$ cat src/design/thd_pkg.sv
// shared types, constants and the crc-8 step for the sensor frame decoder
// no dependencies; imported by the interfaces and every module of the block
package thd_pkg;

	localparam int unsigned SCALE = 1;

	localparam logic [7:0] CRC_INIT = 8'hFF;
	localparam logic [7:0] CRC_POLY = 8'h31;

	localparam int unsigned RAW_W = 16;
	localparam int unsigned TEMP_W = 19;
	localparam int unsigned HUM_W = 14;

	// 175 * 100 per degree, 1000 per humidity range, both over full scale 65535
	localparam int unsigned T_GAIN = 17500 * SCALE;
	localparam int unsigned H_GAIN = 1000 * SCALE;
	localparam int unsigned T_OFFSET = 4500 * SCALE;
	localparam int unsigned GAIN_W = $clog2(T_GAIN + 1);
	localparam int unsigned PROD_W = RAW_W + GAIN_W;
	localparam int unsigned Q_W = PROD_W - 16;
	localparam int unsigned HUM_MAX = H_GAIN;

	typedef enum logic [5:0] {
		POS_T_HI  = 6'b000001,
		POS_T_LO  = 6'b000010,
		POS_T_CRC = 6'b000100,
		POS_H_HI  = 6'b001000,
		POS_H_LO  = 6'b010000,
		POS_H_CRC = 6'b100000
	} pos_t;

	// msb-first crc-8, one byte
	function automatic logic [7:0] crc8_feed(input logic [7:0] rem, input logic [7:0] b);
		logic [7:0] r;
		r = rem ^ b;
		for (int i = 0; i < 8; i++) begin
			r = r[7] ? ((r << 1) ^ CRC_POLY) : (r << 1);
		end
		return r;
	endfunction

endpackage

$ cat src/design/thd_if.sv
// byte request and result channels of the sensor frame decoder
// depends on thd_pkg for field widths
interface thd_in_if;
	import thd_pkg::*;
	logic       valid;
	logic       ready;
	logic [7:0] byte_value;
	logic       frame_start;

	modport source(output valid, byte_value, frame_start, input ready);
	modport sink(input valid, byte_value, frame_start, output ready);
endinterface

interface thd_out_if;
	import thd_pkg::*;
	logic                     valid;
	logic                     ready;
	logic                     status;
	logic signed [TEMP_W-1:0] temperature;
	logic [HUM_W-1:0]         humidity;

	modport source(output valid, status, temperature, humidity, input ready);
	modport sink(input valid, status, temperature, humidity, output ready);
endinterface

$ cat src/design/thd_convert.sv
// scales raw temperature and humidity words to fixed point, divide by 65535 included
// depends on thd_pkg
module thd_convert (
	input  logic [thd_pkg::RAW_W-1:0]         raw_temperature,
	input  logic [thd_pkg::RAW_W-1:0]         raw_humidity,
	output logic signed [thd_pkg::TEMP_W-1:0] temperature,
	output logic [thd_pkg::HUM_W-1:0]         humidity
);
	import thd_pkg::*;

	localparam int unsigned C_W = ((Q_W > 16) ? Q_W : 16) + 1;

	// x = a*65536 + b = a*65535 + (a + b); fold the carry term twice, then one compare
	function automatic logic [Q_W-1:0] div_65535(input logic [PROD_W-1:0] x);
		logic [Q_W-1:0]    a;
		logic [C_W-1:0]    c;
		logic [C_W-17:0]   a2;
		logic [16:0]       d;
		a  = x[PROD_W-1:16];
		c  = C_W'(a) + C_W'(x[15:0]);
		a2 = c[C_W-1:16];
		d  = 17'(a2) + 17'(c[15:0]);
		return a + Q_W'(a2) + Q_W'(d >= 17'd65535);
	endfunction

	logic [PROD_W-1:0] t_prod;
	logic [PROD_W-1:0] h_prod;
	logic [Q_W-1:0]    t_quot;
	logic [Q_W-1:0]    h_quot;

	assign t_prod = PROD_W'(raw_temperature) * PROD_W'(T_GAIN);
	assign h_prod = PROD_W'(raw_humidity) * PROD_W'(H_GAIN);
	assign t_quot = div_65535(t_prod);
	assign h_quot = div_65535(h_prod);

	assign temperature = $signed(TEMP_W'(t_quot) - TEMP_W'(T_OFFSET));
	assign humidity    = HUM_W'(h_quot);

endmodule

$ cat src/design/temp_humidity_frame_decoder.sv
// temperature and humidity sensor frame decoder: six bytes in, one checked and scaled result out
// the result becomes valid in the cycle after the sixth byte (humidity crc) is accepted
// one byte per cycle unless a result waits untaken; the output register holds it until taken
// reset: byte position returns to the first byte, crc to 0xff, no result pending
// depends on thd_pkg, thd_if and thd_convert
module temp_humidity_frame_decoder (
	input  logic       clk,
	input  logic       arst_n,
	thd_in_if.sink     rx,
	thd_out_if.source  result
);
	import thd_pkg::*;

	pos_t             pos_q;
	pos_t             pos_cur;
	pos_t             pos_nxt;
	logic [7:0]       crc_q;
	logic [7:0]       crc_nxt;
	logic [RAW_W-1:0] raw_t_q;
	logic [RAW_W-1:0] raw_t_nxt;
	logic [RAW_W-1:0] raw_h_q;
	logic [RAW_W-1:0] raw_h_nxt;
	logic             fail_q;
	logic             fail_nxt;
	logic             rx_acc;
	logic             last_byte;
	logic             bad;

	logic                     out_valid_q;
	logic                     status_q;
	logic signed [TEMP_W-1:0] temp_q;
	logic [HUM_W-1:0]         hum_q;
	logic signed [TEMP_W-1:0] temp_calc;
	logic [HUM_W-1:0]         hum_calc;

	assign rx.ready = !out_valid_q || result.ready;
	assign rx_acc   = rx.valid && rx.ready;
	assign pos_cur  = rx.frame_start ? POS_T_HI : pos_q;
	assign last_byte = (pos_cur == POS_H_CRC);
	assign bad = fail_q || (crc_q != rx.byte_value);

	always_comb begin
		pos_nxt   = POS_T_HI;
		crc_nxt   = crc_q;
		raw_t_nxt = raw_t_q;
		raw_h_nxt = raw_h_q;
		fail_nxt  = rx.frame_start ? 1'b0 : fail_q;
		case (pos_cur)
			POS_T_LO: begin
				crc_nxt   = crc8_feed(crc_q, rx.byte_value);
				raw_t_nxt = {raw_t_q[15:8], rx.byte_value};
				pos_nxt   = POS_T_CRC;
			end
			POS_T_CRC: begin
				if (crc_q != rx.byte_value) begin
					fail_nxt = 1'b1;
				end
				crc_nxt = CRC_INIT;
				pos_nxt = POS_H_HI;
			end
			POS_H_HI: begin
				crc_nxt   = crc8_feed(CRC_INIT, rx.byte_value);
				raw_h_nxt = {rx.byte_value, 8'h00};
				pos_nxt   = POS_H_LO;
			end
			POS_H_LO: begin
				crc_nxt   = crc8_feed(crc_q, rx.byte_value);
				raw_h_nxt = {raw_h_q[15:8], rx.byte_value};
				pos_nxt   = POS_H_CRC;
			end
			POS_H_CRC: begin
				crc_nxt  = CRC_INIT;
				fail_nxt = 1'b0;
				pos_nxt  = POS_T_HI;
			end
			default: begin
				// first byte of a frame, also any unexpected position code
				fail_nxt  = 1'b0;
				crc_nxt   = crc8_feed(CRC_INIT, rx.byte_value);
				raw_t_nxt = {rx.byte_value, 8'h00};
				pos_nxt   = POS_T_LO;
			end
		endcase
	end

	always_ff @(posedge clk or negedge arst_n) begin
		if (!arst_n) begin
			pos_q   <= POS_T_HI;
			crc_q   <= CRC_INIT;
			raw_t_q <= '0;
			raw_h_q <= '0;
			fail_q  <= 1'b0;
		end else if (rx_acc) begin
			pos_q   <= pos_nxt;
			crc_q   <= crc_nxt;
			raw_t_q <= raw_t_nxt;
			raw_h_q <= raw_h_nxt;
			fail_q  <= fail_nxt;
		end
	end

	thd_convert u_convert (
		.raw_temperature(raw_t_q),
		.raw_humidity   (raw_h_q),
		.temperature    (temp_calc),
		.humidity       (hum_calc)
	);

	always_ff @(posedge clk or negedge arst_n) begin
		if (!arst_n) begin
			out_valid_q <= 1'b0;
		end else if (rx_acc && last_byte) begin
			out_valid_q <= 1'b1;
		end else if (result.ready) begin
			out_valid_q <= 1'b0;
		end
	end

	// crc mismatch zeroes both values
	always_ff @(posedge clk) begin
		if (rx_acc && last_byte) begin
			status_q <= bad;
			temp_q   <= bad ? '0 : temp_calc;
			hum_q    <= bad ? '0 : hum_calc;
		end
	end

	assign result.valid       = out_valid_q;
	assign result.status      = status_q;
	assign result.temperature = temp_q;
	assign result.humidity    = hum_q;

	a_final_gives_result: assert property (@(posedge clk) disable iff (!arst_n)
		(rx_acc && last_byte) |=> result.valid)
		else $error("final byte accepted but no result");

	a_no_spurious_result: assert property (@(posedge clk) disable iff (!arst_n)
		(!result.valid && !(rx_acc && last_byte)) |=> !result.valid)
		else $error("result appeared without a final byte");

	a_bad_zeroes: assert property (@(posedge clk) disable iff (!arst_n)
		(result.valid && result.status) |-> (result.temperature == '0 && result.humidity == '0))
		else $error("failed frame carries nonzero values");

	a_hum_range: assert property (@(posedge clk) disable iff (!arst_n)
		result.valid |-> (result.humidity <= HUM_W'(HUM_MAX)))
		else $error("humidity above full scale");

endmodule
$ cat src/flat_wrapper.sv
// flat-port wrapper written by rule: the top's interface ports become plain ports
module temp_humidity_frame_decoder_flat import thd_pkg::*;
  (clk, arst_n, rx_valid, rx_byte_value, rx_frame_start, rx_ready, result_valid, result_status, result_temperature, result_humidity, result_ready);
  thd_in_if rx_i ();
  thd_out_if result_i ();
  input  logic clk;
  input  logic arst_n;
  input wire logic [$bits(rx_i.valid)-1:0] rx_valid;
  input wire logic [$bits(rx_i.byte_value)-1:0] rx_byte_value;
  input wire logic [$bits(rx_i.frame_start)-1:0] rx_frame_start;
  output wire logic [$bits(rx_i.ready)-1:0] rx_ready;
  output wire logic [$bits(result_i.valid)-1:0] result_valid;
  output wire logic [$bits(result_i.status)-1:0] result_status;
  output wire logic [$bits(result_i.temperature)-1:0] result_temperature;
  output wire logic [$bits(result_i.humidity)-1:0] result_humidity;
  input wire logic [$bits(result_i.ready)-1:0] result_ready;
  assign rx_i.valid = rx_valid;
  assign rx_i.byte_value = rx_byte_value;
  assign rx_i.frame_start = rx_frame_start;
  assign rx_ready = rx_i.ready;
  assign result_valid = result_i.valid;
  assign result_status = result_i.status;
  assign result_temperature = result_i.temperature;
  assign result_humidity = result_i.humidity;
  assign result_i.ready = result_ready;
  temp_humidity_frame_decoder u_core (.clk(clk), .arst_n(arst_n), .rx(rx_i), .result(result_i));
endmodule
$ cat config.mk
export PLATFORM = sky130hd
export DESIGN_NAME = temp_humidity_frame_decoder_flat
export DESIGN_NICKNAME = d
export VERILOG_FILES = /design/src/design/thd_pkg.sv /design/src/design/thd_if.sv /design/src/design/thd_convert.sv /design/src/design/temp_humidity_frame_decoder.sv /design/src/flat_wrapper.sv
export SDC_FILE = /design/constraint.sdc
export NUM_CORES = 1
export LEC_CHECK = 0
export BUFFER_PORTS_ARGS = -buffer_cell sky130_fd_sc_hd__buf_2
export CORE_MARGIN = 1
export CORE_UTILIZATION = 25
export CTS_CLUSTER_DIAMETER = 120
export DETAILED_ROUTE_END_ITERATION = 12
export PLACE_DENSITY_LB_ADDON = 0.2
export REMOVE_ABC_BUFFERS = 1
export SYNTH_ARGS = -nofsm -noshare
export SYNTH_HDL_FRONTEND = slang
export SYNTH_SLANG_ARGS = --single-unit
export TNS_END_PERCENT = 1
$ cat constraint.sdc
create_clock -name clk -period 10.8 [get_ports clk]
set_input_delay 1.08 -clock clk [delete_from_list [all_inputs] [get_ports clk]]
set_output_delay 1.08 -clock clk [all_outputs]
set_load 0.01 [all_outputs]
==> results.md, run 1 <==
* Initial antenna violation count at 0
* Req. time, crit path at 10,920 ps
* Final period demand of the worst path at 10,230 ps
* Multi-input logic area at around 8700 um^2
* Clk_skew at approximately 13 ps
* Post-synth top flop: dfrtp_1
* Vias in the first global route at approximately 8,500
* Worst Tran Pin Value at ~900 ps
* DR pass1 iterations at 5
* DP Area at 12,400 um^2
* Worst-path clk slew at 70 ps
* CP endpoint kind: flop
* Clock Path Buffers at 2
* Routed length per instance at between 10 and 15 um
* F_max at 97.8 MHz
* Drt initial violations at slightly above 300
* Die Y at 216 um
* Cell row count at 78
* IO Port Bufs at 45
* Mean Syn Cell Area at 9.56 um^2
* FF+latch area at 2060 um^2
* Synth Register Bits at 76
* Final RePlAce weighted congestion at 0.800
* Status: finished clean
* Post-route cell area at 12,900 um^2
* Total global-route track usage at approximately an eighth
* Master of the slowest instance on the critical path: fa_1
* Total Nets Final at 1,540
* Yosys cell types at between 90 and 100
* Num CTS Buffers at 9
* Cells after Synth at 1,197
* Max_cap viols at 0
* # clock sinks at 76
* Async SR Flop Fraction at 63.2%
* Setup CP Type: reg2reg
* Avg Vias per Cell at approximately 4.5
* Ports at slightly below 50
* WP data arrival at 10,350 ps
* YS warnings at 0
* Layout filler cell count at 4,797
* First-pass GRT wire length at about 45,000 um
* GRT Residual Overflow at 0
* Root Buffer: clkbuf_16
* Largest stage delay on the critical path at between 500 and 600 ps
* H-tree depth at 3
* Pin count of the biggest net entering global routing at 49
* Worst reg2reg path depth at 44
* Skew-Pair Late Insertion Delay at 370 ps
* Final Hold Fails at 0
* Die width at about 220 um
* Slew margin rel. at just under 40%
* Crit share post-route at a little over nine tenths
* Pins Over Slew Limit at 0
* Via count at 8,411
* Sequential element share of the synthesized area at 17.9%
* DRC errors left at 0
* Startpoint types: flop
* Synthesized area at 11,400 um^2
* Internal reg-to-reg setup slack at 570 ps
* Bufs and invs on worst path at 2
* Post-synth EDFFs at 28
* Synth-to-Final Area Change at 12.4%
* Hold Path Stages at 2
* ANT nets after route at 0
* CTS tree: built
* Final HPWL DP at ~23,000 um
* FF-to-FF End: u_core.result.temperature[14]$_SDFFCE_PP0P_
* Hold Crit Class: reg2reg
* # setup viols final at 0
* Post-CTS Hold Buffers at 0
* Area of the die at 46,600 um^2
* Worst Hold Endpoint: u_core.pos_q[0]$_DFFE_PN1P_
* CP delay by family, top: adder cells
* CORE AREA at 45,300 um^2
* Initial Util at 25.3%
* Most frequent cell on the critical path: ha_1
* Min-delay src: u_core.pos_q[0]$_DFFE_PN1P_
* Maximum fanout along the worst path at 6
* R2R Path Start: u_core.raw_t_q[7]$_DFFE_PN0P_
* Share of layout cells above drive strength 1 at 13.7%
* DRT Wirelength at 27,600 um
==> logic make-up (layout without fill, tap and decap cells) <==
logic type	count (synthesis)	count (layout)	share of synthesized area, %
compound gates	239	239	14.6
xor+xnor	115	115	9.09
fa+ha+maj	280	280	37.4
buf+inv	198	251	6.82
flops	76	76	17.9
mux	18	18	1.77
other cells	1	4	0.0328
simple gates	270	270	12.3
==> through the flow <==
step / utilization (%) / setup WS [ps] / TNS (ps) / hold WS (ps) / instances
2_1_floorplan: - / 1030 / 0 / 444 / 1160
3_5_place_dp: 27.4 / 220 / 0 / 470 / 1823
4_1_cts: 28.0 / 171 / 0 / 480 / 1839
5_1_grt: 28.4 / -44.6 / -44.6 / 519 / 1852
3_3_place_gp: 27.4 / 379 / 0 / 456 / 1823
6_report: 28.4 / 574 / 0 / 475 / 1853
==> cell type report <==
| class | count | share of cell area, % |
|---|---|---|
| well taps | 600 | 5.83 |
| inverters | 159 | 4.66 |
| diodes | 1 | 0.0194 |
| multi-input cells | 925 | 67.5 |
| flip-flops and latches | 76 | 16.0 |
| repair buffers | 76 | 3.56 |
| clock inverters | 7 | 0.632 |
| clock buffers | 9 | 1.75 |
==> metal layers <==
metal,GRT usage (%),vias up,routed length (um)
met5,0,-,0
met4,3.00,0,360
met3,1.75,17,546
met2,20.0,89,13200
met1,16.8,4069,13500
li1,-,4236,-
==> how the worst max path moves through the flow <==
stage / slack [ps] / end / depth (start not counted) / start
3_5_place_dp: 220 / u_core.result.temperature[14]$_SDFFCE_PP0P_ / 48 / u_core.raw_t_q[11]$_DFFE_PN0P_
6_report: 570 / u_core.result.temperature[14]$_SDFFCE_PP0P_ / 44 / u_core.raw_t_q[7]$_DFFE_PN0P_
4_1_cts: 170 / u_core.result.temperature[14]$_SDFFCE_PP0P_ / 48 / u_core.raw_t_q[11]$_DFFE_PN0P_
2_1_floorplan: 1030 / u_core.result.temperature[14]$_SDFFCE_PP0P_ / 36 / u_core.raw_t_q[12]$_DFFE_PN0P_
3_3_place_gp: 380 / u_core.result.temperature[14]$_SDFFCE_PP0P_ / 48 / u_core.raw_t_q[10]$_DFFE_PN0P_
5_1_grt: -40 / u_core.result.temperature[14]$_SDFFCE_PP0P_ / 49 / u_core.raw_t_q[10]$_DFFE_PN0P_
==> synth_stat cells, types with 14 or more instances <==
cell	number	area (um^2)
ha_1	177	2210
inv_1	157	589
fa_1	103	2060
xnor2_1	80	701
nand2_1	64	240
nor2_1	56	210
a21oi_1	54	270
o21ai_0	49	245
dfrtp_1	39	976
a21o_1	34	255
xor2_1	32	280
nand3_1	30	150
edfxtp_1	28	841
clkbuf_1	21	78.8
nor3_1	16	80.1
nand2b_1	15	93.8
nand4_1	14	87.6
==> state kept, by name, indices dropped and copies added, names as in the netlist <==
register	cells
u_core.pos_q	6
u_core.raw_h_q	16
u_core.result.temperature	16
u_core.fail_q	1
u_core.result.valid	1
u_core.result.status	1
u_core.crc_q	8
u_core.result.humidity	11
u_core.raw_t_q	16
==> worst min-delay path, cell delays in order, from the launching register on <==
cell	delay, ps
dfstp_2	370
nand2_1	50
nand2_1	50
==> cell usage in the layout, fill, tap and decap left out, types with 14 or more instances in the layout <==
master      n
buf_2      45
ha_1      171
xnor2_1    80
edfxtp_1   28
o21ai_0    47
nor2_1     56
nand2b_1   15
inv_1     157
nor3_1     16
nand2_1    64
a21o_1     34
nand4_1    14
xor2_1     32
fa_1      102
dfrtp_1    33
a21oi_1    51
buf_4      31
nand3_1    30
==> what timing repair did <==
| item | in CTS | in global routing |
|---|---|---|
| gates resized for setup | 0 | 27 |
| buffers inserted | 0 | 13 |
| setup endpoints to repair | 0 | 8 |
Power of run 1 is left out: the tool's default activity adds up to more than one toggle a clock period on the data nets, which glitch-free logic cannot reach.
==> run 2: changes to the inputs <==
CORE_ASPECT_RATIO = 0.7   (was default)
==> run 2 against run 1 <==
Clock skew shrank 1.7 ps. Fmax is essentially flat. Clock-buffer cell count is the same. Non-clock buffer count grew 4. Final cell count grew 0.32%. Sequential share of layout area shrank 0.17 points. Hold slack lost 5.7 ps. Critical path type unchanged. Critical endpoint unchanged.
==> results.md, run 2 (synthesis results as in run 1) <==
* Status: finished clean
* Largest stage delay on the critical path at 540 ps (about the same)
* Worst-path clk slew at 70 ps (about the same)
* Final period demand of the worst path at 10,240 ps (+9.53 ps)
* Layout filler cell count at 4,773 (-0.50%)
* # setup viols final at 0 (unchanged)
* Area of the die at 46,700 um^2 (about the same)
* Startpoint types: flop
* Setup CP Type: reg2reg
* Drt initial violations at 488 (+60%)
* Max_cap viols at 0 (unchanged)
* IO Port Bufs at 45 (unchanged)
* Skew-Pair Late Insertion Delay at 370 ps (about the same)
* Routed length per instance at 15.6 um (+4.7%)
* Total global-route track usage at 12.7% (+0.44 points)
* F_max at 97.7 MHz (about the same)
* Root Buffer: clkbuf_16
* Worst setup startpoint: u_core.raw_t_q[7]$_DFFE_PN0P_
* ANT cells at 0 (-1)
* Pin count of the biggest net entering global routing at 49 (unchanged)
* Most common cell after layout, fill and taps aside: ha_1
* Clk_skew at 11.0 ps (-1.69 ps)
* DRT Wirelength at 29,000 um (+5.1%)
* Cell row count at 65 (-17%)
* DR pass1 iterations at 5 (unchanged)
* Total Nets Final at 1,544 (+0.26%)
* Slew margin rel. at 31.0% (-7.7 points)
* Num CTS Buffers at 9 (unchanged)
* Pins Over Slew Limit at 0 (unchanged)
* Crit share post-route at 94.8% (about the same)
* Vias in the first global route at 8,369 (-1.6%)
* Post-CTS Hold Buffers at 0 (unchanged)
* CP endpoint kind: flop
* Worst Setup EP: u_core.result.temperature[14]$_SDFFCE_PP0P_
* Clock Path Buffers at 2 (unchanged)
* CORE AREA at 45,100 um^2 (-0.32%)
* GRT Residual Overflow at 0 (unchanged)
* H-tree depth at 3 (unchanged)
* Worst Tran Pin Value at 1030 ps (+123 ps)
* Die Y at 181 um (-16%)
* Final RePlAce weighted congestion at 0.810 (+1.3%)
* Share of layout cells above drive strength 1 at 15.4% (+1.7 points)
* Fin Setup TNS at 0 ps (unchanged)
* Synth-to-Final Area Change at 13.8%
* Maximum fanout along the worst path at 6 (unchanged)
* CTS tree: built
* Ports at 49 (unchanged)
* WP data arrival at 10,360 ps (about the same)
* Req. time, crit path at 10,920 ps (about the same)
* Worst reg2reg path depth at 44 (unchanged)
* Avg Vias per Cell at 4.64 (+2.3%)
* Final Hold Fails at 0 (unchanged)
* Internal reg-to-reg setup slack at 560 ps (about the same)
* Master of the slowest instance on the critical path: fa_1
* First-pass GRT wire length at 46,800 um (+3.1%)
* Final HPWL DP at 24,200 um (+5.2%)
* Commonest cells after routing, fill and taps aside: ha_1, inv_1, fa_1, xnor2_1, nand2_1
* Initial Util at 25.4% (+0.082 points)
* FF-to-FF End: u_core.result.temperature[14]$_SDFFCE_PP0P_
* Initial antenna violation count at 0 (unchanged)
* DRC errors left at 0 (unchanged)
* # clock sinks at 76 (unchanged)
* Most frequent cell on the critical path: ha_1
* Die width at 258 um (+19%)
* R2R Path Start: u_core.raw_t_q[7]$_DFFE_PN0P_
* Hold Crit Class: reg2reg
* ANT nets after route at 0 (unchanged)
* Via count at 8,633 (+2.6%)
==> run 2: layer usage <==
metal / vias to the layer above / part of all wire, % / track usage, % / wire length (um)
met2: 114 / 39 / 16.9 / 11300
met5: - / 0 / 0 / 0
met1: 4256 / 58 / 20.9 / 16700
met4: 0 / 0.69 / 2.13 / 199
met3: 12 / 2.6 / 1.88 / 761
li1: 4251 / - / - / -
==> run 2: area by class of cell <==
type | count | area [um^2] | area share [%]
inverters | 159 | 602 | 4.62
clock inverters | 7 | 65.1 | 0.499
clock buffers | 9 | 225 | 1.73
repair buffers | 80 | 488 | 3.75
multi-input cells | 925 | 8830 | 67.8
flip-flops and latches | 76 | 2060 | 15.8
well taps | 603 | 754 | 5.79
==> run 2: stage by stage <==
step | hold slack (ps) | setup WS, ps | std cells | cell area [um^2] | util [%]
global route | 518 | -58.6 | 1859 | 13000 | 28.9
floorplan | 444 | 1030 | 1160 | 11300 | -
detailed placement | 460 | 24.1 | 1828 | 12400 | 27.5
global placement | 459 | 194 | 1828 | 12400 | 27.5
finish | 469 | 564 | 1859 | 13000 | 28.9
CTS | 470 | 86.1 | 1844 | 12700 | 28.1
==> run 2: worst min-delay path by stage <==
stage	to	slack, ps	cells past startpoint	start
after CTS	u_core.pos_q[0]$_DFFE_PN1P_	470	2	u_core.pos_q[0]$_DFFE_PN1P_
final	u_core.pos_q[0]$_DFFE_PN1P_	470	2	u_core.pos_q[0]$_DFFE_PN1P_
after global routing	u_core.pos_q[0]$_DFFE_PN1P_	520	2	u_core.pos_q[0]$_DFFE_PN1P_
after global placement	u_core.pos_q[0]$_DFFE_PN1P_	460	2	u_core.pos_q[0]$_DFFE_PN1P_
after detailed placement	u_core.pos_q[0]$_DFFE_PN1P_	460	2	u_core.pos_q[0]$_DFFE_PN1P_
after floorplan	u_core.pos_q[0]$_DFFE_PN1P_	440	2	u_core.pos_q[0]$_DFFE_PN1P_
==> run 2: critical path, delay by kind of cell, from the launching register on <==
| family | cells | cell delay (ps) |
|---|---|---|
| flip-flops | 1 | 500 |
| XOR/XNOR | 1 | 230 |
| AO/OA/AOI/OAI | 20 | 3060 |
| AND/OR/NAND/NOR | 9 | 1830 |
| adder cells (fa/ha/maj) | 11 | 3960 |
| multiplexers | 1 | 290 |
| buffers and inverters | 2 | 100 |
==> run 2: what timing repair did <==
item                                    4_1_cts  5_1_grt
hold endpoints to repair                      0        0
setup buffers                                 0       15
pin swaps                                     0       10
endpoints found under the setup margin        1        8
gates resized for setup                       1       52
Power of run 2 is left out for the same reason.
